## src/hw/rtl/etl_pkg.sv

```systemverilog
// Shared constants and types for the exception table lookup block.
package etl_pkg;

   localparam int TABLE_DEPTH  = 256;
   localparam int ADDR_WIDTH   = $clog2(TABLE_DEPTH);
   localparam int COUNT_WIDTH  = $clog2(TABLE_DEPTH + 1);
   localparam int ENTRY_WIDTH  = 64;
   localparam int WORD_WIDTH   = 32;
   localparam int OFFSET_WIDTH = 30;
   localparam int INDEX_WIDTH  = 8;
   localparam int CSR_WIDTH    = 9;

   localparam logic REQ_WRITE  = 1'b0;
   localparam logic REQ_LOOKUP = 1'b1;

   typedef struct packed {
      logic start;
      logic write;
      logic issue;
      logic load_rsp;
   } ctrl_cmd_type;

   typedef struct packed {
      logic [COUNT_WIDTH-1:0] entry_total;
   } dp_status_type;

endpackage

```

## src/hw/rtl/etl_ctrl.sv

```systemverilog
// Controller: request handshake, table scan sequencing and response handshake.
module etl_ctrl (
   input  logic                              clock,
   input  logic                              reset,
   input  logic                              req_valid,
   output logic                              req_ready,
   input  logic                              req_type,
   output logic                              rsp_valid,
   input  logic                              rsp_ready,
   input  etl_pkg::dp_status_type            status,
   output etl_pkg::ctrl_cmd_type             cmd,
   output logic [etl_pkg::ADDR_WIDTH-1:0]    rd_index
);
   import etl_pkg::*;

   typedef enum logic [3:0] {
      ST_IDLE = 4'b0001,
      ST_SCAN = 4'b0010,
      ST_LAST = 4'b0100,
      ST_DONE = 4'b1000
   } state_type;

   state_type              state_ff;
   state_type              state_in;
   logic [COUNT_WIDTH-1:0] idx_ff;
   logic [COUNT_WIDTH-1:0] idx_in;
   logic [COUNT_WIDTH-1:0] idx_next;
   logic                   rsp_valid_ff;
   logic                   rsp_valid_in;

   assign idx_next = idx_ff + COUNT_WIDTH'(1);
   assign rd_index = idx_ff[ADDR_WIDTH-1:0];

   always_comb begin
      state_in     = state_ff;
      idx_in       = idx_ff;
      req_ready    = 1'b0;
      cmd          = '0;
      rsp_valid_in = rsp_valid_ff && !rsp_ready;
      case (state_ff)
         ST_IDLE: begin
            req_ready = 1'b1;
            if (req_valid) begin
               if (req_type == REQ_LOOKUP) begin
                  cmd.start = 1'b1;
                  idx_in    = '0;
                  if (status.entry_total == '0) begin
                     state_in = ST_DONE;
                  end else begin
                     state_in = ST_SCAN;
                  end
               end else begin
                  cmd.write = 1'b1;
               end
            end
         end
         ST_SCAN: begin
            cmd.issue = 1'b1;
            idx_in    = idx_next;
            if (idx_next == status.entry_total) begin
               state_in = ST_LAST;
            end
         end
         ST_LAST: begin
            state_in = ST_DONE;
         end
         ST_DONE: begin
            if (!rsp_valid_ff || rsp_ready) begin
               cmd.load_rsp = 1'b1;
               rsp_valid_in = 1'b1;
               state_in     = ST_IDLE;
            end
         end
         default: begin
            state_in = ST_IDLE;
         end
      endcase
   end

   always_ff @(posedge clock) begin
      if (reset) begin
         state_ff     <= ST_IDLE;
         idx_ff       <= '0;
         rsp_valid_ff <= 1'b0;
      end else begin
         state_ff     <= state_in;
         idx_ff       <= idx_in;
         rsp_valid_ff <= rsp_valid_in;
      end
   end

   assign rsp_valid = rsp_valid_ff;

endmodule

```

## config.mk

```make
export PLATFORM = sky130hd
export DESIGN_NAME = etl_ctrl
export DESIGN_NICKNAME = d
export VERILOG_FILES = /design/src/hw/rtl/etl_pkg.sv /design/src/hw/rtl/etl_ctrl.sv
export SDC_FILE = /design/constraint.sdc
export NUM_CORES = 1
export LEC_CHECK = 0
export ABC_AREA = 1
export BUFFER_PORTS_ARGS = -buffer_cell sky130_fd_sc_hd__buf_2
export CORE_MARGIN = 1.5
export CORE_UTILIZATION = 35
export DETAILED_ROUTE_END_ITERATION = 7
export SKIP_CTS_REPAIR_TIMING = 1
export SYNTH_ARGS = -nofsm -noshare
export SYNTH_HDL_FRONTEND = slang
export SYNTH_SLANG_ARGS = --single-unit
export TNS_END_PERCENT = 30
```

## constraint.sdc

```tcl
create_clock -name clock -period 1.6 [get_ports clock]
set_input_delay 0.24 -clock clock [delete_from_list [all_inputs] [get_ports clock]]
set_output_delay 0.24 -clock clock [all_outputs]
set_load 0.01 [all_outputs]
```

==> results.md, run 1 <==
- Status: complete, but fails checks
- Failing checks: negative setup slack
- Total CTS buffers: 3
- Worst r2r path cells: 12
- Most common cell in the netlist: nand2_1
- Critical path buffer and inverter count: 2
- Port buffer count: 27
- FF-to-FF End: state_ff[1]
- CP Data Arrival Time: 1.85 ns
- Total Power: 1.32 mW
- CTS max path bufs: 2
- Sw Share: 41.1%
- DRC errors left: 0
- Tcrit/Tclk final: 103%
- Crit-path max FO: 5
- Top post-synthesis cells by area: dfxtp_1, nand2_1, nand3_1
- Placed instance area: 1350 um^2
- Commonest cells in the netlist: nand2_1, inv_1, nand3_1
- Sequential share of power: 32.3%
- Yosys reg bits: 14
- Worst path top cell family by delay: simple AND/OR/NAND/NOR gates
- RSZ-0062 raised after global routing: true
- Fillers: 340
- I/O pin count: 28
- Sequential share of the synthesized area: 25.1%
- Core area: 3050 um^2
- R2R Setup Slk: -0.04 ns
- CTS root buffer: clkbuf_4
- Detail Placement HPWL: 2260 um
- Internal cell power: 0.776 mW
- Routed Antenna Nets: 0
- Tot GR Track Use: 18.1%
- Largest net degree at the start of global routing: 13
- DRT Pass-1 Iters: 4
- Vias after detailed routing: 1,304
- Hold worst-path end: rsp_valid
- Wire per inst: 10.5 um
- Power per Cell Area: 882 nW/um^2
- Post-synth top area share: 25.1%
- WL final: 2910 um
- Clock share of power: 20.9%
- Unique masters post-synth: 22
- Clock-pin slew on the worst setup and hold paths: 0.10 ns
- Hold path startpoint: rsp_ready
- Min Hold Slack: 0.219 ns
- Rel. slew slack: 71.0%
- Critical Setup Path Class: reg -> reg
- Crit-path cells: buf_6, nand4_1, o21ai_2, nand2_1, nand2_2, nand2_1, nor2_1, nand3_2, nand2_1, o21ai_1, nand2_1, inv_1
- Layout overhead on the synthesized area: 33.9%
- Final WS setup: -0.0448 ns
- Post-Syn Instances: 193
- CP startpoint kind: flip-flop
- Final Hold Fails: 0
- Starting Density: 36.6%
- Synth warnings: 0
- Layout cells sized above 1: 31.8%
- Clock period minus worst slack: 1.64 ns
- Final setup violation count: 3
- Final TNS setup: -0.120 ns
- Overall die height: 59.5 um
- CTS Sinks: 14
- Synth Cell Area: 1120 um^2
- Site row count: 20
- Async SR Flop Fraction: 0%
- Layout Cell Area excl Fill: 1490 um^2
- Syn nets: 208
- Total grt overflow: 0
- WP data required: 1.80 ns
- Iteration-0 DRC Markers: 51
- Die Footprint: 3540 um^2
- Top FF cell, synth: dfxtp_1
- Fin. max-slew vios: 0
- Clock skew: 0.00304 ns
- Post-synth EDFFs: 0
- Die width: 59.5 um
- Worst path max stage delay: 0.37 ns
- First-pass GRT wire length: 4910 um
- Worst skew pair latency: 0.29 ns
- Vias/cell: 4.71
- Slowest CP cell: dfxtp_2
- Fmax: 608 MHz
- Most frequent CP cell: nand2_1
- Crit Reg-Reg Startpoint: idx_ff[0]
- Combinational share of power: 46.8%
- CP endpoint kind: flip-flop
- Syn Area/Cell: 5.78 um^2
- Initial antenna violation count: 0
- Vias in the first global route: 1,176
- Psw: 0.542 mW
- Peak supply drop: 0.000387 V
- Placer congestion estimate: 0.837
- Hold-critical path depth: 4
- Hold/Removal Path Class: in -> reg
- Cell type with the largest total area after synthesis: dfxtp_1
- TritonCTS clock tree: yes
- Final net count: 249
- Total of max-cap violations: 0
- H-tree Lvls: 1
- Leakage: 0.749 nW
- Finished Layout Cells: 277
- Number of diodes: 0
- Least-Margin Pin Slew: 0.435 ns
- Placed Cells: 269
power by group through the flow:
stage	combinational (mW)	clock [mW]	sequential [mW]
after floorplan	0.357	0	0.415
after global placement	0.564	0	0.416
after detailed placement	0.564	0	0.418
after CTS	0.562	0.277	0.409
after global routing	0.708	0.290	0.430
final	0.617	0.276	0.426
sequential cells by signal, summed over array words and instances (netlist names):
name and flops:
idx_ff 9, state_ff 4, rsp_valid 1
cells by family after synthesis:
logic type	after synthesis	share of synthesized area [%]
adder cells (fa/ha/maj)	1	1.12
XOR/XNOR	1	0.785
flip-flops	14	25.1
buffers and inverters	43	17.6
AO/OA/AOI/OAI	18	8.63
AND/OR/NAND/NOR	116	46.7
stage by stage:
stage	setup WS (ns)	utilization, %
2_1_floorplan	0.0342	-
6_report	-0.0448	48.9
3_3_place_gp	-0.0590	44.2
4_1_cts	-0.168	45.4
5_1_grt	-0.233	48.9
3_5_place_dp	-0.0878	44.2
worst max-delay path by stage:
stage,cells after the start,endpoint,from,slack (ns)
after global placement,12,state_ff[1],idx_ff[1],-0.06
final,12,state_ff[1],idx_ff[0],-0.04
after global routing,12,state_ff[1],idx_ff[0],-0.23
after CTS,5,cmd[1],state_ff[2],-0.17
after detailed placement,12,state_ff[1],idx_ff[1],-0.09
after floorplan,12,state_ff[1],idx_ff[0],0.03
cell usage in the layout (no fill, tap or decap), types with 2 or more instances in the layout:
cell type / netlist / layout
buf_2: 1 / 27
o21ai_0: 2 / 2
clkbuf_4: 0 / 3
buf_4: 9 / 19
nand3_2: 1 / 4
nand3b_1: 3 / 3
inv_1: 32 / 32
dfxtp_2: 0 / 6
nor2_2: 1 / 3
nor2_1: 20 / 16
nor2_4: 0 / 2
nand2_1: 52 / 51
nand3_1: 27 / 24
dfxtp_1: 14 / 8
nor3_1: 3 / 2
o21ai_2: 1 / 3
a21oi_1: 11 / 10
nand4_1: 7 / 7
layout make-up:
cell class              instances  area (um^2)  share of cell area, %
inverters                      32          120                   8.04
clock buffers                   4         36.3                   2.43
well taps                      44         55.1                   3.69
repair buffers                 47          289                   19.3
flip-flops and latches         14          288                   19.3
multi-input cells             136          706                   47.2
worst reg2reg max path: cells and delay by family (launching register included):
kind	cells	cell delay, ns
AND/OR/NAND/NOR	8	0.74
flip-flops	1	0.37
AO/OA/AOI/OAI	2	0.30
buffers and inverters	2	0.15
per-layer routing:
layer  track usage, %  vias up  share of wire [%]
met5                0        -                  0
li1                 -      695                  -
met1             22.1      573                 47
met4             6.49        0                1.4
met2             31.1       31                 46
met3             3.71        5                5.1
No activity file was read; power rests on OpenSTA's default activity.
==> run 2: changes to the inputs <==
- ABC_AREA: 1 -> default
- CORE_MARGIN: 1.5 -> 2
- CORE_UTILIZATION: 35 -> 46
- PLACE_DENSITY: default -> 0.74
==> run 2 against run 1 <==
Compared with the run above: global-route usage up 5.4 points; largest cell class unchanged; critical path type is now reg -> out; flip-flop and latch count did not move; hold slack improved by 0.10 ns; die area shrank 24%; the flow still finishes with violations (negative setup slack).
==> results.md, run 2 <==
- Site row count: 17 (was 20)
- DRT Pass-1 Iters: 4 (unchanged)
- Clock period minus worst slack: 1.77 ns (was 1.64 ns)
- H-tree Lvls: 1 (unchanged)
- WP data required: 1.36 ns (was 1.80 ns)
- Tcrit/Tclk final: 111% (was 103%)
- Total Power: 1.06 mW (was 1.32 mW)
- Worst path max stage delay: 0.54 ns (was 0.37 ns)
- Initial antenna violation count: 0 (unchanged)
- CP endpoint kind: output pin (was flip-flop)
- GRT Max-Usage Layer: met2 (unchanged)
- Fmax: 563 MHz (was 608 MHz)
- Port buffer count: 27 (unchanged)
- Rel. slew slack: 78.2% (was 71.0%)
- Least-Margin Pin Slew: 0.327 ns (was 0.435 ns)
- Commonest cells after routing, fill and taps aside: buf_4, buf_2, nor2_1, a21oi_1, buf_6 (was nand2_1, inv_1, buf_2, nand3_1, buf_4)
- Final Hold Fails: 0 (unchanged)
- Slowest CP cell: or4b_4 (was dfxtp_2)
- Clock-pin slew on the worst setup and hold paths: 0.09 ns (was 0.10 ns)
- Critical Setup Path Class: reg -> out (was reg -> reg)
- CP Data Arrival Time: 1.53 ns (was 1.85 ns)
- Tot GR Track Use: 23.5% (was 18.1%)
- Cell type with the largest total area after synthesis: dfxtp_1 (unchanged)
- Top post-synthesis cells by area: dfxtp_1, a21oi_1, buf_4 (was dfxtp_1, nand2_1, nand3_1)
- Routed Antenna Nets: 0 (unchanged)
- Commonest cells in the netlist: a21oi_1, dfxtp_1, nor2_1 (was nand2_1, inv_1, nand3_1)
- Hold path startpoint: reset (was rsp_ready)
- Iteration-0 DRC Markers: 28 (was 51)
- Final net count: 214 (was 249)
- Fillers: 170 (was 340)
- Largest net degree at the start of global routing: 15 (was 13)
- Clock skew: 0.00244 ns (was 0.00304 ns)
- Failing checks: negative setup slack (unchanged)
- Layout overhead on the synthesized area: 58.2% (was 33.9%)
- Post-Syn Instances: 142 (was 193)
- Total of max-cap violations: 0 (unchanged)
- Power per Cell Area: 632 nW/um^2 (was 882 nW/um^2)
- CTS max path bufs: 2 (unchanged)
- Grt met3 use: 2.59% (was 3.71%)
- Die Footprint: 2700 um^2 (was 3540 um^2)
- Met1 GRT Util: 28.5% (was 22.1%)
- Final WS setup: -0.175 ns (was -0.0448 ns)
- RSZ-0062 raised after global routing: true (unchanged)
- Total grt overflow: 0 (unchanged)
- Synth warnings: 0 (unchanged)
- Worst skew pair latency: 0.28 ns (was 0.29 ns)
- Hold-critical path depth: 2 (was 4)
- DRC errors left: 0 (unchanged)
- CTS Sinks: 14 (unchanged)
- WL final: 3490 um (was 2910 um)
- Vias/cell: 5.75 (was 4.71)
- Wire per inst: 15.4 um (was 10.5 um)
- TritonCTS clock tree: yes (unchanged)
- Yosys reg bits: 14 (unchanged)
- Min Hold Slack: 0.324 ns (was 0.219 ns)
- Final setup violation count: 13 (was 3)
- Status: complete, but fails checks (unchanged)
- Crit-path cells: or4b_4, buf_6, nor2b_1, buf_2 (was buf_6, nand4_1, o21ai_2, nand2_1, nand2_2, nand2_1, nor2_1, nand3_2, nand2_1, o21ai_1, nand2_1, inv_1)
- Syn nets: 157 (was 208)
- I/O pin count: 28 (unchanged)
- Number of diodes: 0 (unchanged)
- Overall die height: 52 um (was 59.5 um)
- Unique masters post-synth: 37 (was 22)
- Crit Reg-Reg Startpoint: state_ff[0] (was idx_ff[0])
- Most common cell in the netlist: a21oi_1 (was nand2_1)
- First-pass GRT wire length: 4770 um (was 4910 um)
- CTS root buffer: clkbuf_4 (unchanged)
- Post-synth top area share: 26.4% (was 25.1%)
- Global Route met2 Usage: 42.6% (was 31.1%)
- Sequential share of the synthesized area: 26.4% (was 25.1%)
- Crit-path max FO: 3 (was 5)
- Async SR Flop Fraction: 0% (unchanged)
- Syn Area/Cell: 7.46 um^2 (was 5.78 um^2)
- Top FF cell, synth: dfxtp_1 (unchanged)
- Peak supply drop: 0.000435 V (was 0.000387 V)
- Total CTS buffers: 3 (unchanged)
- Commonest non-fill, non-tap cell in the layout: buf_4 (was nand2_1)
- Worst r2r path cells: 9 (was 12)
- CP startpoint kind: flip-flop (unchanged)
- Vias in the first global route: 1,105 (was 1,176)
- Synth Cell Area: 1060 um^2 (was 1120 um^2)
- Vias after detailed routing: 1,300 (was 1,304)
- Largest register FFs: 9 (unchanged)
- Placer congestion estimate: 0.773 (was 0.837)
- Fin. max-slew vios: 0 (unchanged)
- Core area: 2190 um^2 (was 3050 um^2)
- Detail Placement HPWL: 2300 um (was 2260 um)
- Starting Density: 48.4% (was 36.6%)
- Worst Setup SP: state_ff[0] (was idx_ff[0])
- Post-synth EDFFs: 0 (unchanged)
- Layout cells sized above 1: 54.0% (was 31.8%)
- Die width: 52 um (was 59.5 um)
- Hold/Removal Path Class: in -> reg (unchanged)
- Leakage: 0.729 nW (was 0.749 nW)
- Reg with most FFs: idx_ff (unchanged)
-- run 2: cell count changes after synthesis, sizes merged, moves of 4 or more --
| cell | change |
|---|---|
| xor2 | +4 |
| a21oi | +5 |
| nand4 | -4 |
| o21ai | +5 |
| nor2 | -7 |
| nand2 | -44 |
| and3 | +5 |
| inv | -30 |
| nand3 | -25 |
| or3 | +4 |
| nor2b | +7 |
| xnor2 | +7 |
-- run 2: worst max-delay path, delay by kind of cell, from the launching register on --
family | cells | cell delay [ns]
and+or+nand+nor | 2 | 0.64
buffers and inverters | 2 | 0.27
DFF | 1 | 0.34
-- run 2: worst paths after layout --
kind	slack, ns	to
setup reg to reg	-0.15	state_ff[2]
hold reg to reg	0.50	idx_ff[8]
setup / recovery	-0.17	cmd[0]
hold / removal	0.32	idx_ff[3]
-- run 2: power breakdown --
group / leakage (nW) / internal [mW] / switching, mW
clock network: 0.0210 / 0.139 / 0.125
logic: 0.592 / 0.209 / 0.215
registers: 0.116 / 0.360 / 0.0118
-- run 2: logic make-up (layout without fill, tap and decap cells) --
group                    count (synthesis)  after routing  synth area share (%)
AO/OA/AOI/OAI                           35             36                  18.9
XOR/XNOR                                12             12                  9.92
adder cells (fa/ha/maj)                  1              1                  1.18
buffers and inverters                   17             72                  9.68
flip-flops                              14             14                  26.4
AND/OR/NAND/NOR                         63             63                  33.9
-- run 2: per-layer routing --
metal,up-vias,part of all wire [%],wire length (um)
li1,620,-,-
met1,629,41,1450
met2,44,51,1780
met3,7,5.4,188
met4,0,2.1,73
met5,-,0,0
-- run 2: area by class of cell --
| type | instances | area [um^2] | area share, % |
|---|---|---|---|
| multi-input combinational | 112 | 832 | 49.6 |
| timing repair buffer | 66 | 470 | 28.1 |
| sequential | 14 | 293 | 17.5 |
| clock buffer | 4 | 36.3 | 2.16 |
| tap | 28 | 35.0 | 2.09 |
| inverter | 2 | 10.0 | 0.597 |
-- run 2: stage by stage --
step / area, um^2 / std cells / setup TNS, ns / setup slack (ns) / util [%]
after floorplan: 1120 / 142 / -0.387 / -0.0949 / -
after global placement: 1410 / 212 / -1.08 / -0.198 / 64.3
after detailed placement: 1410 / 212 / -1.32 / -0.230 / 64.3
after CTS: 1450 / 216 / -2.31 / -0.342 / 66.0
after global routing: 1680 / 226 / -1.85 / -0.243 / 76.5
final: 1680 / 226 / -1.08 / -0.175 / 76.5
==> run 3: changes to the inputs <==
- BUFFER_PORTS_ARGS: -buffer_cell sky130_fd_sc_hd__buf_2 -> default
- CORE_UTILIZATION: 46 -> 50
- DONT_BUFFER_PORTS: default -> 1
- PLACE_DENSITY: 0.74 -> 0.68
==> run 3 against run 2 <==
Compared with the run above: the flow still finishes with violations (negative setup slack); sequential power increased by 2%; maximum frequency increased by 3.1%; setup slack improved by 0.053 ns; clock power decreased by 18%; final cell count decreased by 14%; highest routed layer is now met3.
==> results.md, run 3 (synthesis gave the netlist of run 2 again) <==
- Largest net degree at the start of global routing: 15 (unchanged)
- Placer congestion estimate: 0.921 (was 0.773)
- Worst Setup SP: idx_ff[0] (was state_ff[0])
- Total of max-cap violations: 0 (unchanged)
- Reg with most FFs: idx_ff (unchanged)
- Clock share of power: 23.3% (was 24.9%)
- Iteration-0 DRC Markers: 13 (was 28)
- Wire per inst: 16.1 um (was 15.4 um)
- H-tree Lvls: 1 (unchanged)
- Total Power: 0.929 mW (was 1.06 mW)
- Rel. slew slack: 74.4% (was 78.2%)
- Tcrit/Tclk final: 108% (was 111%)
- Worst skew pair latency: 0.28 ns (about the same)
- Placed Cells: 187 (was 212)
- Vias in the first global route: 1,077 (was 1,105)
- Layout cells sized above 1: 43.7% (was 54.0%)
- Crit Reg-Reg Startpoint: idx_ff[0] (was state_ff[0])
- Combinational share of power: 35.9% (was 40.0%)
- Hold/Removal Path Class: in -> reg (unchanged)
- Final Hold Fails: 0 (unchanged)
- Core area: 1980 um^2 (was 2190 um^2)
- Fin util: 73.9% (was 76.5%)
- WP data required: 1.77 ns (was 1.36 ns)
- Largest register FFs: 9 (unchanged)
- First-pass GRT wire length: 4610 um (was 4770 um)
- Finished Layout Cells: 194 (was 226)
- Site row count: 16 (was 17)
- Die width: 50.0 um (was 52 um)
- Commonest non-fill, non-tap cell in the layout: buf_4 (unchanged)
- Sequential share of power: 40.9% (was 35.1%)
- Slowest CP cell: or4_4 (was or4b_4)
- Worst path max stage delay: 0.51 ns (was 0.54 ns)
- Crit-path cells: ha_4, and3_4, and3_4, or4_4, a21oi_2, a21oi_2 (was or4b_4, buf_6, nor2b_1, buf_2)
- Clock-pin slew on the worst setup and hold paths: 0.09 ns (about the same)
- Fillers: 152 (was 170)
- DRC errors left: 0 (unchanged)
- Clock skew: 0.00660 ns (was 0.00244 ns)
- Sw Share: 32.6% (was 33.2%)
- Clock period minus worst slack: 1.72 ns (was 1.77 ns)
- CP Data Arrival Time: 1.89 ns (was 1.53 ns)
- Die Footprint: 2500 um^2 (was 2700 um^2)
- R2R Setup Slk: -0.12 ns (was -0.15 ns)
- I/O pin count: 28 (unchanged)
- Routed Antenna Nets: 0 (unchanged)
- Overall die height: 50.0 um (was 52 um)
- Peak supply drop: 0.000442 V (was 0.000435 V)
- Total CTS buffers: 3 (unchanged)
- Final TNS setup: -0.825 ns (was -1.08 ns)
- Detail Placement HPWL: 2250 um (was 2300 um)
- Final net count: 183 (was 214)
- Least-Margin Pin Slew: 0.380 ns (was 0.327 ns)
- Fmax: 581 MHz (was 563 MHz)
- WL final: 3120 um (was 3490 um)
- Failing checks: negative setup slack (unchanged)
- Setup WS pre-CTS: -0.150 ns (was -0.230 ns)
- Port buffer count: 0 (was 27)
- Status: complete, but fails checks (unchanged)
- Starting Density: 53.5% (was 48.4%)
- Worst r2r path cells: 6 (was 9)
- Fin. max-slew vios: 0 (unchanged)
- Placed instance area: 1290 um^2 (was 1410 um^2)
- CP startpoint kind: flip-flop (unchanged)
- Top layer reached by signal wires: met3 (was met4)
- Critical Setup Path Class: reg -> reg (was reg -> out)
- CP endpoint kind: flip-flop (was output pin)
- Commonest cells after routing, fill and taps aside: buf_4, a21oi_1, nor2_1, dfxtp_1, xnor2_1 (was buf_4, buf_2, nor2_1, a21oi_1, buf_6)
- Number of diodes: 0 (unchanged)
- Psw: 0.302 mW (was 0.352 mW)
- Met1 wire length: 1240 um (was 1450 um)
- Min Hold Slack: 0.0196 ns (was 0.324 ns)
- Tot GR Track Use: 23.7% (was 23.5%)
- CTS max path bufs: 2 (unchanged)
- Layout overhead on the synthesized area: 38.1% (was 58.2%)
- Leakage: 0.587 nW (was 0.729 nW)
- Final setup violation count: 13 (unchanged)
- Power per Cell Area: 634 nW/um^2 (was 632 nW/um^2)
- FF-to-FF End: state_ff[1] (was state_ff[2])
- Vias after detailed routing: 1,105 (was 1,300)
- Initial antenna violation count: 0 (unchanged)
- CTS Sinks: 14 (unchanged)
- Met2 wire len: 1730 um (was 1780 um)
- Final WS setup: -0.122 ns (was -0.175 ns)
- RSZ-0062 raised after global routing: true (unchanged)
- Crit-path max FO: 5 (was 3)
- Layout Cell Area excl Fill: 1460 um^2 (was 1680 um^2)
- Metal3 WL: 151 um (was 188 um)
- Internal cell power: 0.626 mW (was 0.708 mW)
- Total grt overflow: 0 (unchanged)
- DRT Pass-1 Iters: 4 (unchanged)
- CTS root buffer: clkbuf_4 (unchanged)
- Crit path to: state_ff[1] (was cmd[0])
- Vias/cell: 5.70 (was 5.75)
- TritonCTS clock tree: yes (unchanged)
==> run 3: cell count changes in the layout (fill, tap and decap cells not counted), moves of 2 or more <==
| cell | previous run | this run |
|---|---|---|
| buf_2 | 25 | 0 |
| o21ai_1 | 3 | 5 |
| nor2b_1 | 6 | 4 |
| o21ai_2 | 4 | 2 |
| buf_6 | 10 | 4 |
==> run 3: how the worst min path moves through the flow <==
stage | slack [ns] | endpoint | depth (start not counted) | from
global placement | 0.31 | idx_ff[0] | 1 | reset
detailed placement | 0.31 | idx_ff[0] | 1 | reset
global route | -0.001 | idx_ff[2] | 1 | reset
CTS | 0.009 | idx_ff[0] | 1 | reset
floorplan | 0.31 | state_ff[3] | 1 | reset
finish | 0.02 | idx_ff[2] | 1 | reset
==> run 3: cell type report <==
| class | instances | area (um^2) | share of cell area [%] |
|---|---|---|---|
| multi-input cells | 111 | 817 | 55.8 |
| flip-flops and latches | 14 | 292 | 19.9 |
| repair buffers | 36 | 288 | 19.7 |
| well taps | 27 | 33.8 | 2.31 |
| clock buffers | 4 | 26.3 | 1.79 |
| inverters | 2 | 7.51 | 0.513 |
==> run 3: power groups by stage <==
stage               Sequential, mW  Combinational (mW)  Clock (mW)
floorplan                    0.379               0.157           0
CTS                          0.374               0.251       0.218
global placement             0.380               0.242           0
global route                 0.383               0.355       0.241
finish                       0.380               0.333       0.216
detailed placement           0.381               0.250           0
==> run 3: routing by layer <==
layer,global-route usage [%],up-vias
met2,43.0,27
met1,29.6,527
met5,0,-
li1,-,551
met3,4.85,0
met4,1.39,0
==> run 3: worst max-delay path, delay by kind of cell, from the launching register on <==
family          cells  cell delay [ns]
flops               1             0.38
compound gates      2             0.21
simple gates        3             0.85
fa+ha+maj           1             0.18
